===== config.mk =====
export PLATFORM = sky130hd
export DESIGN_NAME = mi3_lane
export DESIGN_NICKNAME = d
export VERILOG_FILES = /design/src/hw/rtl/mi3_pkg.sv /design/src/hw/rtl/mi3_lane.sv
export SDC_FILE = /design/constraint.sdc
export NUM_CORES = 1
export LEC_CHECK = 0
export ABC_CLOCK_PERIOD_IN_PS = 12700
export BUFFER_PORTS_ARGS = -buffer_cell sky130_fd_sc_hd__buf_4
export CAP_MARGIN = 20
export CELL_PAD_IN_SITES_DETAIL_PLACEMENT = 1
export CELL_PAD_IN_SITES_GLOBAL_PLACEMENT = 1
export CORE_MARGIN = 2
export CORE_UTILIZATION = 50
export DETAILED_ROUTE_END_ITERATION = 10
export PLACE_DENSITY = 0.93
export SYNTH_ARGS = -nofsm -noshare
export SYNTH_HDL_FRONTEND = slang
export SYNTH_SLANG_ARGS = --single-unit

===== constraint.sdc =====
create_clock -name clock -period 12.7 [get_ports clock]
set_input_delay 1.27 -clock clock [delete_from_list [all_inputs] [get_ports clock]]
set_output_delay 1.27 -clock clock [all_outputs]
set_load 0.005 [all_outputs]

===== src/hw/rtl/mi3_pkg.sv =====
// Shared types, widths and index tables for the 3x3 matrix inverse block.
package mi3_pkg;

   localparam int unsigned ELEM_W    = 32;
   localparam int unsigned FRAC_W    = 16;
   localparam int unsigned NUM_ELEMS = 9;
   localparam int unsigned PROD_W    = 2 * ELEM_W;
   localparam int unsigned ADJ_W     = PROD_W + 1;
   localparam int unsigned DET_W     = ELEM_W + ADJ_W;
   localparam int unsigned NMAG_W    = PROD_W;
   localparam int unsigned DMAG_W    = DET_W - 1;
   localparam int unsigned REM_W     = DET_W;
   localparam int unsigned DIV_STEPS = 2 * FRAC_W;
   localparam int unsigned STEP_CNT_W = $clog2(DIV_STEPS + 1);
   localparam int unsigned FRONT_STAGES = 4;
   localparam int unsigned FRONT_CNT_W = $clog2(FRONT_STAGES + 1);

   typedef logic signed [ELEM_W-1:0] elem_type;
   typedef logic signed [PROD_W-1:0] prod_type;
   typedef logic signed [ADJ_W-1:0]  adj_type;
   typedef logic signed [DET_W-1:0]  det_type;

   // Each cofactor is m[a]*m[b] - m[c]*m[d], with the indices in this order.
   localparam int unsigned COF_IDX [NUM_ELEMS][4] = '{
      '{4, 8, 5, 7}, '{2, 7, 1, 8}, '{1, 5, 2, 4},
      '{5, 6, 3, 8}, '{0, 8, 2, 6}, '{2, 3, 0, 5},
      '{3, 7, 4, 6}, '{1, 6, 0, 7}, '{0, 4, 1, 3}
   };

   // Expansion along the first row: det = sum of m[k] * adj[DET_ADJ[k]].
   localparam int unsigned DET_ADJ [3] = '{0, 3, 6};

   typedef struct packed {
      logic busy;
      logic done;
   } front_status_type;

   typedef struct packed {
      logic [NUM_ELEMS-1:0][ELEM_W-1:0] elems;
      logic                             singular;
      logic                             overflow;
   } rsp_type;

   typedef enum logic [2:0] {
      B_IDLE = 3'b001,
      B_RUN  = 3'b010,
      B_DONE = 3'b100
   } back_state_type;

endpackage


===== src/hw/rtl/mi3_lane.sv =====
// One restoring divider lane: cofactor over determinant, saturated result.
module mi3_lane (
   input  logic                          clock,
   input  logic                          load,
   input  logic                          step,
   input  mi3_pkg::adj_type              adj_in,
   input  mi3_pkg::det_type              det_in,
   output logic [mi3_pkg::ELEM_W-1:0]    result,
   output logic                          sat
);

   logic [mi3_pkg::NMAG_W-1:0]  nmag;
   logic [mi3_pkg::DMAG_W-1:0]  dmag;
   logic [mi3_pkg::ADJ_W-1:0]   nabs;
   logic [mi3_pkg::DET_W-1:0]   dabs;
   logic [mi3_pkg::REM_W-1:0]   rem_ff;
   logic [mi3_pkg::DMAG_W-1:0]  den_ff;
   logic [mi3_pkg::ELEM_W-1:0]  q_ff;
   logic                        big_ff;
   logic                        neg_ff;
   logic [mi3_pkg::REM_W-1:0]   r2;
   logic                        ge;
   logic [mi3_pkg::ELEM_W-1:0]  lim;

   assign nabs = adj_in[mi3_pkg::ADJ_W-1] ? -adj_in : adj_in;
   assign dabs = det_in[mi3_pkg::DET_W-1] ? -det_in : det_in;
   assign nmag = nabs[mi3_pkg::NMAG_W-1:0];
   assign dmag = dabs[mi3_pkg::DMAG_W-1:0];

   assign r2 = {rem_ff[mi3_pkg::REM_W-2:0], 1'b0};
   assign ge = r2 >= {1'b0, den_ff};

   // A quotient of 2^32 or more appears exactly when |adj| >= |det|; otherwise
   // the remainder starts below the divisor and 32 steps give the quotient.
   always_ff @(posedge clock) begin
      if (load) begin
         rem_ff <= mi3_pkg::REM_W'(nmag);
         den_ff <= dmag;
         q_ff   <= '0;
         big_ff <= mi3_pkg::DMAG_W'(nmag) >= dmag;
         neg_ff <= adj_in[mi3_pkg::ADJ_W-1] ^ det_in[mi3_pkg::DET_W-1];
      end else if (step) begin
         rem_ff <= ge ? (r2 - mi3_pkg::REM_W'(den_ff)) : r2;
         q_ff   <= {q_ff[mi3_pkg::ELEM_W-2:0], ge};
      end
   end

   assign lim = {1'b1, {(mi3_pkg::ELEM_W-1){1'b0}}};

   always_comb begin
      if (!neg_ff) begin
         sat    = big_ff || q_ff[mi3_pkg::ELEM_W-1];
         result = sat ? (lim - 1'b1) : q_ff;
      end else begin
         sat    = big_ff || (q_ff > lim);
         result = sat ? lim : (-q_ff);
      end
   end

endmodule


## After elaboration in Yosys (flattened, before gate mapping)

Index checks and enable logic that the tools add are counted.

| cells by class | value |
|---|---|
| add/sub/neg operators | 4 |
| $mul | 0 |
| div/mod/pow operators | 0 |
| order comparisons | 3 |
| equality and inequality tests | 0 |
| shift operators | 0 |
| muxes and demuxes | 9 |
| bitwise logic cells | 1 |
| reductions and logical operators | 3 |

Operators with widths:

| kind | count |
|---|---|
| $mux W64 | 3 |
| $mux W96 | 2 |
| $ge A97 B96 Y1 | 1 |
| $ge A64 B96 Y1 | 1 |
| $mux W32 | 3 |
| $neg A96 Y96 | 1 |
| $sub A96 B96 Y96 | 1 |
| $neg A64 Y64 | 1 |
| $gt A32 B32 Y1 const B | 1 |
| $neg A32 Y32 | 1 |
| $logic_or A1 B1 Y1 | 2 |
| $reduce_bool A2 Y1 | 1 |
| $mux W1 | 1 |
| $xor A1 B1 Y1 | 1 |

| storage, ports and cells | value |
|---|---|
| bits in registers | 226 |
| latch bits | 0 |
| memory bits (writable) | 0 |
| memory bits (read-only) | 0 |
| bits of input ports | 165 |
| output and inout port bits | 33 |
| memories | 0 |

## Longest topological paths before layout

| logic depth | value |
|---|---|
| depth after elaboration | 4 |
| depth in mapped cells | 21 |
| depth with buffers taken out | 20 |

## Worst setup path after synthesis

No wires, ideal clock.

| timing path | value |
|---|---|
| kind | input -> register |
| start | in adj_in[12] |
| end | reg big_ff (data pin) |
| setup time | 0.276 ns |
| arrival | 5.235 ns |
| required time | 12.424 ns |
| slack | 7.189 ns |
| cell stages on the path | 21 |
| path buffers | 1 |
| cell sequence | or4_1 > nor4_1 > nand3b_1 > nor2_1 > nand2_1 > or2_2 > clkbuf_1 > o21ai_0 > xnor2_1 > ha_1 > a21o_1 > a21o_1 > a21o_1 > a21oi_1 > nor2b_1 > o21ai_0 > nand2b_1 > a21oi_1 > nor3_1 > a2111oi_0 > a211oi_1 |

| on the way | value |
|---|---|
| word-level cells in the longest chain between the ends | 3 |

RTL lines:

| what | RTL line | source |
|---|---|---|
| start, declared | mi3_lane.sv:6 | `input mi3_pkg::adj_type adj_in,` |
| $neg A64 Y64 | mi3_lane.sv:25 | `assign nabs = adj_in[mi3_pkg::ADJ_W-1] ? -adj_in : adj_in;` |
| $mux W64 (*) | mi3_lane.sv:25 |  |
| $ge A64 B96 Y1 (*) | mi3_lane.sv:40 | `big_ff <= mi3_pkg::DMAG_W'(nmag) >= dmag;` |
| end signal, assigned | mi3_lane.sv:40 |  |
| end, declared | mi3_lane.sv:19 | `logic big_ff;` |

Mark *: on every way between the ends. The rest lies on a longest branch, timed or not.
A chain may end at the register's enable or synchronous reset.

## Worst setup path after layout

| timing path | value |
|---|---|
| start | reg q_ff[0] in the netlist's numbering |
| end | out result[25] in the netlist's numbering |

| on the way | value |
|---|---|
| word-level cells in the longest chain between the ends | 4 |

RTL lines:

| what | RTL line | source |
|---|---|---|
| start, declared | mi3_lane.sv:18 | `logic [mi3_pkg::ELEM_W-1:0] q_ff;` |
| start signal, assigned | mi3_lane.sv:44 | `q_ff <= {q_ff[mi3_pkg::ELEM_W-2:0], ge};` |
| $gt A32 B32 Y1 | mi3_lane.sv:55 | `sat = big_ff \|\| (q_ff > lim);` |
| $logic_or A1 B1 Y1 | mi3_lane.sv:55 |  |
| $mux W32 (*) | mi3_lane.sv:56 | `result = sat ? lim : (-q_ff);` |
| $mux W32 (*) | mi3_lane.sv:51 | `if (!neg_ff) begin` |
| end, declared | mi3_lane.sv:8 | `output logic [mi3_pkg::ELEM_W-1:0] result,` |

Marks and branches as above.

==> run_results.csv <==
group,metric,value,unit
worst_setup_path,critical_path.startpoint_type,"flop",
worst_setup_path,worst_path_max_stage_delay,0.70,ns
route,detail_route.wl_per_cell,22.4,um
die,die-height,211,um
synth,synth.cell_area,21400,um^2
cts,clk_pin_slew_worst_setup_hold_paths,0.06,ns
timing,finalSetupTns,0,ns
flow_run,max_cap_violations,0,
die,row_count,75,
timing,min_period_over_period,0.553,
route,dr.pass1.iters,5,
power_and_ir_drop,max-vdd-ir-drop,78.5,uV
timing,fmaxAchievable,142,MHz
cts,cts_made_buffers,27,
cts,clk_root_buffer_cell,"sky130_fd_sc_hd__clkbuf_16",
cts,clock_sinks,226,
global_routing,number_of_antenna_violations_at_the_first_check_in_global_routing,0,
timing,timing.clock.skew,0.0349,ns
die,pin_count,198,
synth,synthArstFlopShare,0,
timing,hold_viol,0,
timing,post-route-min-period,7.03,ns
global_routing,grt_max_degree,88,
die,design.die.area,44500,um^2
synth,synthesis.instances,2704,
timing,layout_setup_ws,5.67,ns
worst_setup_path,crit_path_end,"result[25]",
power_and_ir_drop,power-per-cell-area,126,nW/um^2
cells_and_area,nFillCells,5217,
synth,synth.yosys.seq_area_share,0.287,
power_and_ir_drop,power.leakage,0.00996,uW
route,drt-vias-per-instance,6.43,
synth,synth_ff_type,"sky130_fd_sc_hd__edfxtp_1",
placed_design,place_area,23200,um^2
cells_and_area,final_common_cell,"sky130_fd_sc_hd__nand2_1",
timing,timing.final.max_slew_violations,0,
timing,worst_slew_pin_slew,1.05,ns
worst_setup_path,cp_num_buf_inv,3,
cells_and_area,post_route_cell_area,24000,um^2
cells_and_area,drive_above_1_share,0.106,
worst_setup_path,timing.critical_path.max_delay_family,"simple AND/OR/NAND/NOR gates",
synth,ys_warn_count,0,
worst_setup_path,crit_slowest_cell,"sky130_fd_sc_hd__o311ai_0",
worst_setup_path,r2r.worst_path.cells,14,
cts,post_cts_resize_count,0,
cells_and_area,ff_latch_area,6150,um^2
worst_setup_path,critPathCaptureType,"primary output",
cells_and_area,mostFrequentLayoutCells,"sky130_fd_sc_hd__nand2_1, sky130_fd_sc_hd__nor2_1, sky130_fd_sc_hd__inv_1, sky130_fd_sc_hd__a21oi_1, sky130_fd_sc_hd__buf_4",
worst_setup_path,crit_path_start,"q_ff[0]",
worst_setup_path,rr_startpoint,"rem_ff[0]",
global_routing,grt_remaining_overflow,0,
timing,grt_setup_unrepaired,"false",
die,chipWidth,211,um
synth,synthesis.nets,3033,
timing,holdWs,0.501,ns
timing,setup_viol,0,
worst_setup_path,critical_path_peak_fanout,28,
timing,slew-limit-headroom,0.302,
worst_setup_path,setup.worst_path.class,"reg -> out",
die,area_of_the_core,42100,um^2
route,drt-initial-drc-count,1688,
placed_design,gp_routability_congestion,0.951,
worst_setup_path,r2r_setup_slack,7.32,ns
status,run_status,"finished, final reports clean",
worst_setup_path,critical_path_arrival,5.76,ns
global_routing,vias_in_the_first_global_route,22500,
global_routing,global_route_wire_length_before_repair,119000,um
die,start_util,0.509,
worst_setup_path,r2r_end,"rem_ff[74]",
cells_and_area,diodes,0,
synth,synth_enable_flop_cells,162,
route,drt_wl_total,75200,um
power_and_ir_drop,total_power,3040,uW
cts,clock_latency_late_sink,0.58,ns
cts,tritoncts,"built",
cts,holdBufCountCts,0,
cts,postCtsSetupRepairBufs,0,
worst_hold_path,number_of_cells_on_the_worst_hold_path,2,
cells_and_area,multi_input_area,13900,um^2
cells_and_area,layout-area-overhead-vs-synth,12.2,%
route,antenna_violating_nets_post_route,0,
synth,synth.ff_latch_count,226,
placed_design,detailed_place_hpwl,58600,um
route,drc,0,
worst_setup_path,cp.depth,14,
synth,synth.avg_cell_area,7.93,um^2
worst_hold_path,hold_path_class,"reg -> reg",
cts,max-clock-path-buffers,3,
worst_setup_path,critPathRequiredTime,11.43,ns
synth,netlist-cell-type-count,83,
route,via_count,21600,
placed_design,numPortBuffers,197,
worst_setup_path,worstPathCellList,"inv_1 -> ha_1 -> or3b_2 -> or3_1 -> or4b_4 -> or4_1 -> nor3_1 -> nand2_1 -> o21ai_0 -> nand2b_1 -> inv_2 -> nand2_2 -> o311ai_0 -> buf_4",
global_routing,grtUsageTotal,0.332,
placed_design,detailedPlace.worstSlack,5.75,ns
cts,h_tree_levels,1,
cells_and_area,nets,3133,
[cells by family (layout without fill, tap and decap cells)]
group           after synthesis  after routing  synth area share
simple gates                873            873             0.198
fa+ha+maj                   164            164            0.0961
mux                          37             37            0.0175
buf+inv                     361            482            0.0639
compound gates              810            810             0.243
xor+xnor                    233            233            0.0952
flops                       226            226             0.287
[report_power, final]
part           total, uW  internal (uW)  switching [uW]  leakage, uW
registers            934            888            46.2      0.00212
logic               1310            485             826      0.00742
clock network        793            453             340     0.000422
total               3040           1830            1210      0.00996
[layer usage]
metal / global-route usage / wire, um / vias up
met1: 0.402 / 30700 / 10700
met4: 0.135 / 3240 / 0
met3: 0.0336 / 3640 / 187
met5: 0 / 0 / -
met2: 0.601 / 37600 / 656
li1: - / - / 10100
[tightest hold or removal path, delay by kind of cell (launching register included)]
kind | cells | cell delay, ns
simple gates | 1 | 0.06
compound gates | 1 | 0.09
flops | 1 | 0.33
[worst min path at each step]
stage | from | endpoint | slack, ns
global placement | rem_ff[80] | rem_ff[81] | 0.48
CTS | rem_ff[77] | rem_ff[78] | 0.50
finish | rem_ff[74] | rem_ff[75] | 0.50
detailed placement | rem_ff[80] | rem_ff[81] | 0.49
global route | rem_ff[74] | rem_ff[75] | 0.54
floorplan | rem_ff[83] | rem_ff[83] | 0.47
[registers in the layout, summed over array words and instances, names as in the netlist]
register	count
neg_ff	1
q_ff	32
rem_ff	96
big_ff	1
den_ff	96
[through the flow]
stage / instances / util
after global placement: 3314 / 0.550
after floorplan: 2704 / -
after CTS: 3364 / 0.571
after detailed placement: 3314 / 0.550
after global routing: 3364 / 0.571
final: 3364 / 0.571
[synth_stat cells (all sizes together) (4+ instances only)]
library cell / n / share of area
and3: 18 / 0.0053
inv: 223 / 0.039
a21oi: 217 / 0.051
dfxtp: 64 / 0.060
mux2i: 34 / 0.016
clkbuf: 118 / 0.021
o41ai: 31 / 0.013
nor4: 34 / 0.0099
a21boi: 11 / 0.0039
nor2b: 13 / 0.0038
nand2b: 21 / 0.0061
a2111oi: 6 / 0.0025
nand3: 21 / 0.0049
o211ai: 12 / 0.0042
or2: 22 / 0.0064
a221oi: 6 / 0.0025
xnor2: 155 / 0.063
or4: 34 / 0.012
nand2: 284 / 0.050
and2: 8 / 0.0023
a31oi: 24 / 0.0070
o21a: 19 / 0.0067
xor2: 78 / 0.032
or3: 41 / 0.013
a31o: 6 / 0.0025
o311ai: 29 / 0.012
o31a: 10 / 0.0041
edfxtp: 162 / 0.23
a211oi: 21 / 0.0074
a311oi: 20 / 0.0082
buf: 20 / 0.0042
o21bai: 24 / 0.0084
o21ai: 203 / 0.047
o31ai: 53 / 0.019
a221o: 4 / 0.0019
nor2: 223 / 0.039
a21o: 76 / 0.027
and4: 6 / 0.0025
o311a: 4 / 0.0019
ha: 163 / 0.095
nor3: 59 / 0.014
nand4: 72 / 0.021
[cell type report]
cell class	instances	area share
Multi-Input combinational cell	2117	0.579
Sequential cell	226	0.256
Timing Repair Buffer	209	0.0654
Inverter	223	0.0349
Clock buffer	31	0.0287
Tap cell	539	0.0281
Clock inverter	19	0.00781
(Power assumes the default switching activity.)
