File: src/hw/rtl/mi3_pkg.sv
// Shared types, widths and index tables for the 3x3 matrix inverse block.
package mi3_pkg;

   localparam int unsigned ELEM_W    = 32;
   localparam int unsigned FRAC_W    = 16;
   localparam int unsigned NUM_ELEMS = 9;
   localparam int unsigned PROD_W    = 2 * ELEM_W;
   localparam int unsigned ADJ_W     = PROD_W + 1;
   localparam int unsigned DET_W     = ELEM_W + ADJ_W;
   localparam int unsigned NMAG_W    = PROD_W;
   localparam int unsigned DMAG_W    = DET_W - 1;
   localparam int unsigned REM_W     = DET_W;
   localparam int unsigned DIV_STEPS = 2 * FRAC_W;
   localparam int unsigned STEP_CNT_W = $clog2(DIV_STEPS + 1);
   localparam int unsigned FRONT_STAGES = 4;
   localparam int unsigned FRONT_CNT_W = $clog2(FRONT_STAGES + 1);

   typedef logic signed [ELEM_W-1:0] elem_type;
   typedef logic signed [PROD_W-1:0] prod_type;
   typedef logic signed [ADJ_W-1:0]  adj_type;
   typedef logic signed [DET_W-1:0]  det_type;

   // Each cofactor is m[a]*m[b] - m[c]*m[d], with the indices in this order.
   localparam int unsigned COF_IDX [NUM_ELEMS][4] = '{
      '{4, 8, 5, 7}, '{2, 7, 1, 8}, '{1, 5, 2, 4},
      '{5, 6, 3, 8}, '{0, 8, 2, 6}, '{2, 3, 0, 5},
      '{3, 7, 4, 6}, '{1, 6, 0, 7}, '{0, 4, 1, 3}
   };

   // Expansion along the first row: det = sum of m[k] * adj[DET_ADJ[k]].
   localparam int unsigned DET_ADJ [3] = '{0, 3, 6};

   typedef struct packed {
      logic busy;
      logic done;
   } front_status_type;

   typedef struct packed {
      logic [NUM_ELEMS-1:0][ELEM_W-1:0] elems;
      logic                             singular;
      logic                             overflow;
   } rsp_type;

   typedef enum logic [2:0] {
      B_IDLE = 3'b001,
      B_RUN  = 3'b010,
      B_DONE = 3'b100
   } back_state_type;

endpackage

File: src/hw/rtl/mi3_merge.sv
// Merging stage: gathers the lane results and forms the item's flags.
module mi3_merge (
   input  logic [mi3_pkg::NUM_ELEMS-1:0][mi3_pkg::ELEM_W-1:0] lane_result,
   input  logic [mi3_pkg::NUM_ELEMS-1:0]                      lane_sat,
   input  logic                                              singular,
   output mi3_pkg::rsp_type                                  rsp
);

   always_comb begin
      if (singular) begin
         rsp.elems    = '0;
         rsp.singular = 1'b1;
         rsp.overflow = 1'b0;
      end else begin
         rsp.elems    = lane_result;
         rsp.singular = 1'b0;
         rsp.overflow = |lane_sat;
      end
   end

endmodule

File: config.mk
export PLATFORM = sky130hd
export DESIGN_NAME = mi3_merge
export DESIGN_NICKNAME = d
export VERILOG_FILES = /design/src/hw/rtl/mi3_pkg.sv /design/src/hw/rtl/mi3_merge.sv
export SDC_FILE = /design/constraint.sdc
export NUM_CORES = 1
export LEC_CHECK = 0
export BUFFER_PORTS_ARGS = -buffer_cell sky130_fd_sc_hd__clkbuf_2
export CORE_AREA = 2 2 230 232
export DETAILED_ROUTE_END_ITERATION = 10
export DIE_AREA = 0 0 232 234
export SLEW_MARGIN = 30
export SYNTH_ARGS = -nofsm -noshare
export SYNTH_HDL_FRONTEND = slang
export SYNTH_SLANG_ARGS = --single-unit
File: constraint.sdc
create_clock -name vclk -period 0.9
set_input_delay 0.135 -clock vclk [all_inputs]
set_output_delay 0.135 -clock vclk [all_outputs]
set_load 0.01 [all_outputs]
# Yosys cells after proc, flatten, opt, wreduce, memory -nomap -nowiden
# Index checks and enable logic that the tools add are counted.
[word_totals]
wordCells = 2
mem_bits_ro = 0
regBits = 0
latch_bits = 0
ram_bits = 0
n_memories = 0
[classes]
n_div = 0
n_mul = 0
n_reduce_logical = 1
n_eq_ne = 0
muxes = 1
add_sub_neg = 0
shift = 0
n_bitwise = 0
n_lt_le_gt_ge = 0
[ops]
columns = ["op", "count"]
rows = [
  ["two-way mux 290 bit", 1],
  ["OR reduction 9 bit", 1],
]

# Depth between registers and ports, before layout
# Gate-level depths: netlist of run 1.
[depth]
ltp_word = 2
mapped_depth = 4

# Worst setup path before layout of run 1
# Ideal clock, no wire load.
[synth_timing]
path_kind = "input-to-output"
startpoint = "input singular"
endpoint = "output rsp[68] in the netlist's numbering"
path_buffers = 3
stages = 4
required_ns = 0.765
setup_slack_ns = -0.054
t_arrival_ns = 0.819
cell_sequence = "buf_4 -> buf_4 -> clkbuf_1 -> nor2b_1"
[synth_rtl]
columns = ["item", "line_no", "source"]
rows = [
  ["start, declared", "mi3_merge.sv:5", "input logic singular,"],
  ["end, declared", "mi3_merge.sv:6", "output mi3_pkg::rsp_type rsp"],
]

==> impl_metrics.ini, run 1 <==
[status]
outcome = finished with violations
violations = setup timing

[sta]
slew_headroom = 0.861
hold_slack_ns = 0.565
slew_violations = 0
period_share = 1.15
tightest_slew_ns = 0.207
rsz0062_at_grt = true
hold_violations = 0
fin_ws_ns = -0.137
fmax_mhz = 964
period_needed_ns = 1.04
setup_viol = 191

[synthesis]
yosysWarningCount = 0
synth_area_um2 = 1990
ys_seq_area_frac = 0
syn_inst = 325
synth.distinct_cells = 8
avgSynthCellArea_um2 = 6.11
synth_nets = 623

[route]
wl_per_cell_um = 13.5
drcViolationCount = 0
drt_iter0_markers = 54
dr.pass1.iters = 4
num_vias = 4619
ant_nets = 0
routed_wl_um = 21900
via_per_inst = 2.83

[finish]
clkbuf_count = 0
final_cell_mix = clkbuf_2, nor2b_1, buf_2
finalCoreUtilization = 0.159
multi_input_area_um2 = 2700
fillers = 5864
nets = 1239
layout-drive-gt1-share = 0.845
nFlopsAndLatches = 0
layout_commonest_cell = clkbuf_2
syn_to_final_growth_pct = 316
seqCellArea_um2 = 0

[power]
pwr_density_cell_nw_per_um2 = 465
ir_worst_vdd_uv = 157
p_leak_nw = 4.46
p_total_mw = 3.84

[grt]
antenna_found_initial = 6
gr-usage-all-layers = 0.0670
grt_pass1_wl_um = 26100
grt_max_degree = 18
grt_pass1_vias = 4237
overflow = 0

[setup_path]
cp_top_family = buffers and inverters
critPathBufInv = 4
cpMostUsedCell = buf_16
cp.required_ns = 0.76
path_class = in -> out
arrival_ns = 0.90
critical-path-max-stage-delay_ns = 0.17
crit_path_start_kind = input port
crit_fanout = 6
crit_slowest_cell = buf_16
crit_path_end_kind = output pin
cp_cell_sequence = buf_16, buf_16, buf_16, nor2b_1, buf_2

[floorplanning]
core-area_um2 = 52000
dieArea_um2 = 54300
die_y_um = 234
ios = 588
num_rows = 84
start_util = 0.0382
dieWidth_um = 232

[flow_run]
drv_cap = 0

[placement]
port-buffer-count = 588
gp_congestion = 0.923
hpwl_um = 15400

[clocking]
holdBufCountCts = 0

[worst_hold_path]
hp-class = in -> out
## path summary, 6_finish.rpt
kind,slack (ns),from,endpoint,cells past startpoint
min,0.56,lane_result[134],rsp[136],3
max,-0.14,singular,rsp[28],5
## per-layer routing
metal  share of wire  vias to the layer above  global-route usage
li1                -                     2202                   -
met3           0.087                       26              0.0118
met2            0.52                      356               0.124
met1            0.36                     2033              0.0776
met5         0.00059                        -                   0
met4           0.032                        2              0.0216
## cells by family after synthesis
group / after synthesis / share of synthesized area
AND/OR/NAND/NOR: 291 / 0.915
AO/OA/AOI/OAI: 1 / 0.00315
buffers and inverters: 33 / 0.0819
## synthesized netlist by cell type, drive strengths merged
master / number / area, um2
nor2b: 288 / 1800
buf: 25 / 133
clkbuf: 8 / 30.0
a31oi: 1 / 6.26
nor2: 1 / 3.75
nor3: 1 / 5.00
nor4: 1 / 6.26
## through the flow
| stage | instances | worst slack [ns] | area (um2) | setup TNS [ns] |
|---|---|---|---|---|
| finish | 1631 | -0.137 | 8260 | -12.86 |
| global route | 1631 | -0.169 | 8260 | -19.44 |
| CTS | 1627 | -0.116 | 7370 | -18.87 |
| detailed placement | 1609 | -0.214 | 6180 | -29.07 |
| global placement | 1609 | -0.222 | 6180 | -27.70 |
| floorplan | 325 | -0.0327 | 2170 | -4.47 |
## repair_timing
action                                 in CTS  in global routing
setup endpoints to repair                 237                249
cloned                                     18                  1
pin swaps                                   2                  0
buffers inserted                            0                  0
gates resized for setup                   176                402
endpoints found under the hold margin       0                  0
## report_power, final
part	switching, mW	leakage, nW	internal, mW
sequential	0	0	0
combinational	1.61	4.46	2.22
clock	0	0.0000254	0.000000598
## layout make-up
cell class | instances | area share
Antenna cell | 4 | 0.00121
Tap cell | 688 | 0.104
Timing Repair Buffer | 647 | 0.568
Multi-Input combinational cell | 292 | 0.327
## tightest hold or removal path, cell delays in order
cell and delay (ns):
clkbuf_2 0.07, nor2b_1 0.10, buf_2 0.13
No activity file was read; power rests on OpenSTA's default activity.
==> run 2, diff against run 1 <==
--- a/config.mk
+++ b/config.mk
@@ -6,9 +6,9 @@
 export NUM_CORES = 1
 export LEC_CHECK = 0
 export BUFFER_PORTS_ARGS = -buffer_cell sky130_fd_sc_hd__clkbuf_2
-export CORE_AREA = 2 2 230 232
+export CORE_AREA = 3 3 224 226
 export DETAILED_ROUTE_END_ITERATION = 10
-export DIE_AREA = 0 0 232 234
+export DIE_AREA = 0 0 227 229
 export SLEW_MARGIN = 30
 export SYNTH_ARGS = -nofsm -noshare
 export SYNTH_HDL_FRONTEND = slang
==> constraint.sdc (replaced) <==
create_clock -name vclk -period 0.8
set_input_delay 0.12 -clock vclk [all_inputs]
set_output_delay 0.12 -clock vclk [all_outputs]
set_load 0.01 [all_outputs]
==> run 2 against run 1 <==
The run still ends with setup timing left; total power decreased by 16%; non-clock buffer count decreased by 21; via count decreased by 3.6%; combinational power decreased by 16%; sequential cell count unchanged; first-iteration DRC count increased by 130%.
==> impl_metrics.ini, run 2 (synthesis results as in run 1) <==
[route]
dr.pass1.iters = 4
routed_wl_um = 20400
wl_per_cell_um = 13.2
drt_iter0_markers = 124
drcViolationCount = 0
via_per_inst = 2.88
num_vias = 4454
ant_nets = 0

[worst_hold_path]
hp-class = in -> out

[finish]
final_cell_mix = clkbuf_2, nor2b_1, buf_2
nets = 1218
seqCellArea_um2 = 0
clkbuf_count = 0
fillers = 5620
layout-drive-gt1-share = 0.776
nFlopsAndLatches = 0
layout_commonest_cell = clkbuf_2
syn_to_final_growth_pct = 225
multi_input_area_um2 = 2120

[floorplanning]
start_util = 0.0409
dieWidth_um = 227
die_y_um = 229
core-area_um2 = 48500
dieArea_um2 = 52000
num_rows = 81
ios = 588

[sta]
tightest_slew_ns = 0.257
setup_viol = 273
hold_violations = 0
period_needed_ns = 1.02
slew_headroom = 0.829
hold_slack_ns = 0.539
fin_ws_ns = -0.218
slew_violations = 0
fmax_mhz = 982
period_share = 1.27
rsz0062_at_grt = true

[grt]
grt_pass1_wl_um = 25400
grt_max_degree = 29
grt_pass1_vias = 4197
overflow = 0
gr-usage-all-layers = 0.0667
antenna_found_initial = 14

[setup_path]
path_class = in -> out
arrival_ns = 0.90
crit_fanout = 26
crit_path_end_kind = output pin
crit_path_start_kind = input port
cp.required_ns = 0.68

[status]
outcome = finished with violations
violations = setup timing

[clocking]
holdBufCountCts = 0
cts_setup_buffers = 0

[placement]
dp_slack_ns = -0.219
port-buffer-count = 588
hpwl_um = 18800
gp_congestion = 0.871

[power]
ir_worst_vdd_uv = 148
p_leak_nw = 3.64
p_total_mw = 3.24
pwr_density_cell_nw_per_um2 = 502

[flow_run]
drv_cap = 0
-- run 2: cell types whose count changed in the layout (fill, tap and decap cells not counted), sizes merged --
cell    change
clkbuf    +116
buf       -137
-- run 2: worst paths after layout --
kind / cells after the start / endpoint / start / slack, ns
max: 5 / rsp[105] / singular / -0.22
min: 3 / rsp[112] / lane_result[110] / 0.54
-- run 2: stage by stage --
step	std cells	setup TNS (ns)	instance area, um2	utilization
after floorplan	325	-8.76	2270	-
after global placement	1536	-41.10	6170	0.127
after detailed placement	1536	-42.89	6170	0.127
after CTS	1537	-43.04	6270	0.129
after global routing	1543	-54.08	6450	0.133
final	1544	-42.57	6450	0.133
-- run 2: cell type report --
cell class,count,area share
timing repair buffer,626,0.549
multi-input combinational,292,0.329
antenna,4,0.00155
tap,622,0.121
-- run 2: repair_timing --
| action | in CTS | in global routing |
|---|---|---|
| endpoints found under the setup margin | 269 | 288 |
| hold endpoints to repair | 0 | 0 |
| gates resized for setup | 21 | 145 |
| gates cloned | 1 | 3 |
-- run 2: layer usage --
metal | GRT usage | part of all wire | vias to the layer above
li1 | - | - | 2144
met1 | 0.0654 | 0.33 | 1872
met2 | 0.121 | 0.48 | 378
met3 | 0.0305 | 0.14 | 42
met4 | 0.0257 | 0.043 | 18
met5 | 0 | 0.0049 | -
-- run 2: where the power goes --
part,internal (mW),total [mW],switching [mW]
clock,0.000000671,0.000000671,0
combinational,1.73,3.24,1.51
sequential,0,0,0
-- run 2: critical path: stages --
cell and delay [ns]:
buf_12 0.11, buf_12 0.16, clkbuf_16 0.21, nor2b_2 0.11
clkbuf_2 0.14
==> run 3, diff against run 2 <==
--- a/config.mk
+++ b/config.mk
@@ -6,9 +6,10 @@
 export NUM_CORES = 1
 export LEC_CHECK = 0
 export BUFFER_PORTS_ARGS = -buffer_cell sky130_fd_sc_hd__clkbuf_2
-export CORE_AREA = 3 3 224 226
+export CORE_AREA = 3 3 228 230
 export DETAILED_ROUTE_END_ITERATION = 10
-export DIE_AREA = 0 0 227 229
+export DIE_AREA = 0 0 231 233
+export GPL_ROUTABILITY_DRIVEN = 0
 export SLEW_MARGIN = 30
 export SYNTH_ARGS = -nofsm -noshare
 export SYNTH_HDL_FRONTEND = slang
==> constraint.sdc (replaced) <==
create_clock -name vclk -period 1.3
set_input_delay 0.195 -clock vclk [all_inputs]
set_output_delay 0.195 -clock vclk [all_outputs]
set_load 0.01 [all_outputs]
==> run 3 against run 2 <==
The flow now finishes without violations; critical path depth did not move; via count down 4.2%; hold slack improved by 0.15 ns; first-iteration DRC count is 37% lower; sequential cell count unchanged; count of clock-buffer cells in the layout did not move; sequential share of layout area unchanged; total power shrank 46%; die area up 3.5%; utilization is 1.7 points lower; largest cell class unchanged.
==> impl_metrics.ini, run 3 (synthesis results as in run 1) <==
[route]
dr.pass1.iters = 4
m1WireLength_um = 6630
num_vias = 4265
drt_iter0_markers = 78
wl_met2_um = 9190
wl_met3_um = 2880
top_layer = met5
via_per_inst = 2.71
routed_wl_um = 19200
drcViolationCount = 0
ant_nets = 0
wl_per_cell_um = 12.2

[finish]
finalCoreUtilization = 0.116
syn_to_final_growth_pct = 193
fillers = 5884
nFlopsAndLatches = 0
seqCellArea_um2 = 0
nets = 1196
multi_input_area_um2 = 1820
layout_commonest_cell = clkbuf_2
clkbuf_count = 0
final_cell_mix = clkbuf_2, nor2b_1, buf_4
layout-drive-gt1-share = 0.674

[status]
outcome = finished, final reports clean

[sta]
setup_tns_ns = 0
period_needed_ns = 1.23
hold_slack_ns = 0.690
slew_violations = 0
period_share = 0.945
hold_violations = 0
slew_headroom = 0.816
rsz0062_at_grt = false
setup_viol = 0
tightest_slew_ns = 0.274
fmax_mhz = 814

[clocking]
holdBufCountCts = 0
cts-resized-gates = 0
cts_setup_buffers = 0

[grt]
grt_pass1_wl_um = 23700
grt_pass1_vias = 3810
overflow = 0
grt_max_degree = 55
gr-usage-all-layers = 0.0595
antenna_found_initial = 12

[floorplanning]
die_y_um = 233
start_util = 0.0397
ios = 588
num_rows = 82
dieWidth_um = 231
core-area_um2 = 50100
dieArea_um2 = 53800

[setup_path]
arrival_ns = 1.03
crit_fanout = 17
crit_path_end_kind = output pin
cp.required_ns = 1.11
crit_path_start_kind = input port
path_class = in -> out

[power]
pwr_density_cell_nw_per_um2 = 300
p_leak_nw = 3.25
ir_worst_vdd_uv = 87.2

[worst_hold_path]
hp-class = in -> out

[placement]
port-buffer-count = 588
hpwl_um = 18100

[flow_run]
drv_cap = 0
==> run 3: cell count changes in the layout (fill, tap and decap cells not counted), moves of 3 or more <==
cell       delta
clkbuf_2    +117
buf_2       -110
nor2b_1      +86
nor2b_2      -69
nor2b_4      -17
buf_4         -8
buf_6         -7
buf_8         -6
buf_16        -3
clkbuf_16     -3
==> run 3: worst max-delay path, stage by stage <==
cell,delay (ns)
clkbuf_8,0.13
buf_12,0.15
buf_4,0.17
nor2b_1,0.20
clkbuf_2,0.18
==> run 3: cell type report <==
type,count,area share
antenna,4,0.00172
timing repair buffer,604,0.541
multi-input combinational,292,0.313
tap,672,0.144
==> run 3: stage by stage <==
| step | area, um2 | total power [mW] | setup WS, ns | cells |
|---|---|---|---|---|
| 5_1_grt | 5820 | 1.91 | 0.0285 | 1570 |
| 4_1_cts | 5810 | 1.78 | 0.0856 | 1568 |
| 3_3_place_gp | 5810 | 1.77 | 0.0739 | 1568 |
| 2_1_floorplan | 1990 | 0.728 | 0.226 | 325 |
| 3_5_place_dp | 5810 | 1.77 | 0.0870 | 1568 |
| 6_report | 5820 | 1.75 | 0.0718 | 1572 |
==> run 3: worst paths after layout <==
kind	cells after the start	start	slack (ns)	end
worst max-delay path	5	singular	0.07	rsp[99]
worst min-delay path	3	lane_result[156]	0.69	rsp[158]
==> run 3: routing by layer <==
layer,vias up,global-route usage
li1,2097,-
met1,1784,0.0643
met2,344,0.107
met3,24,0.0293
met4,16,0.00968
met5,-,0
==> run 3: power by group <==
part	switching [mW]	total [mW]	internal (mW)
Clock	0	0.000000412	0.000000412
Combinational	0.855	1.75	0.892
Sequential	0	0	0
Total	0.855	1.75	0.892
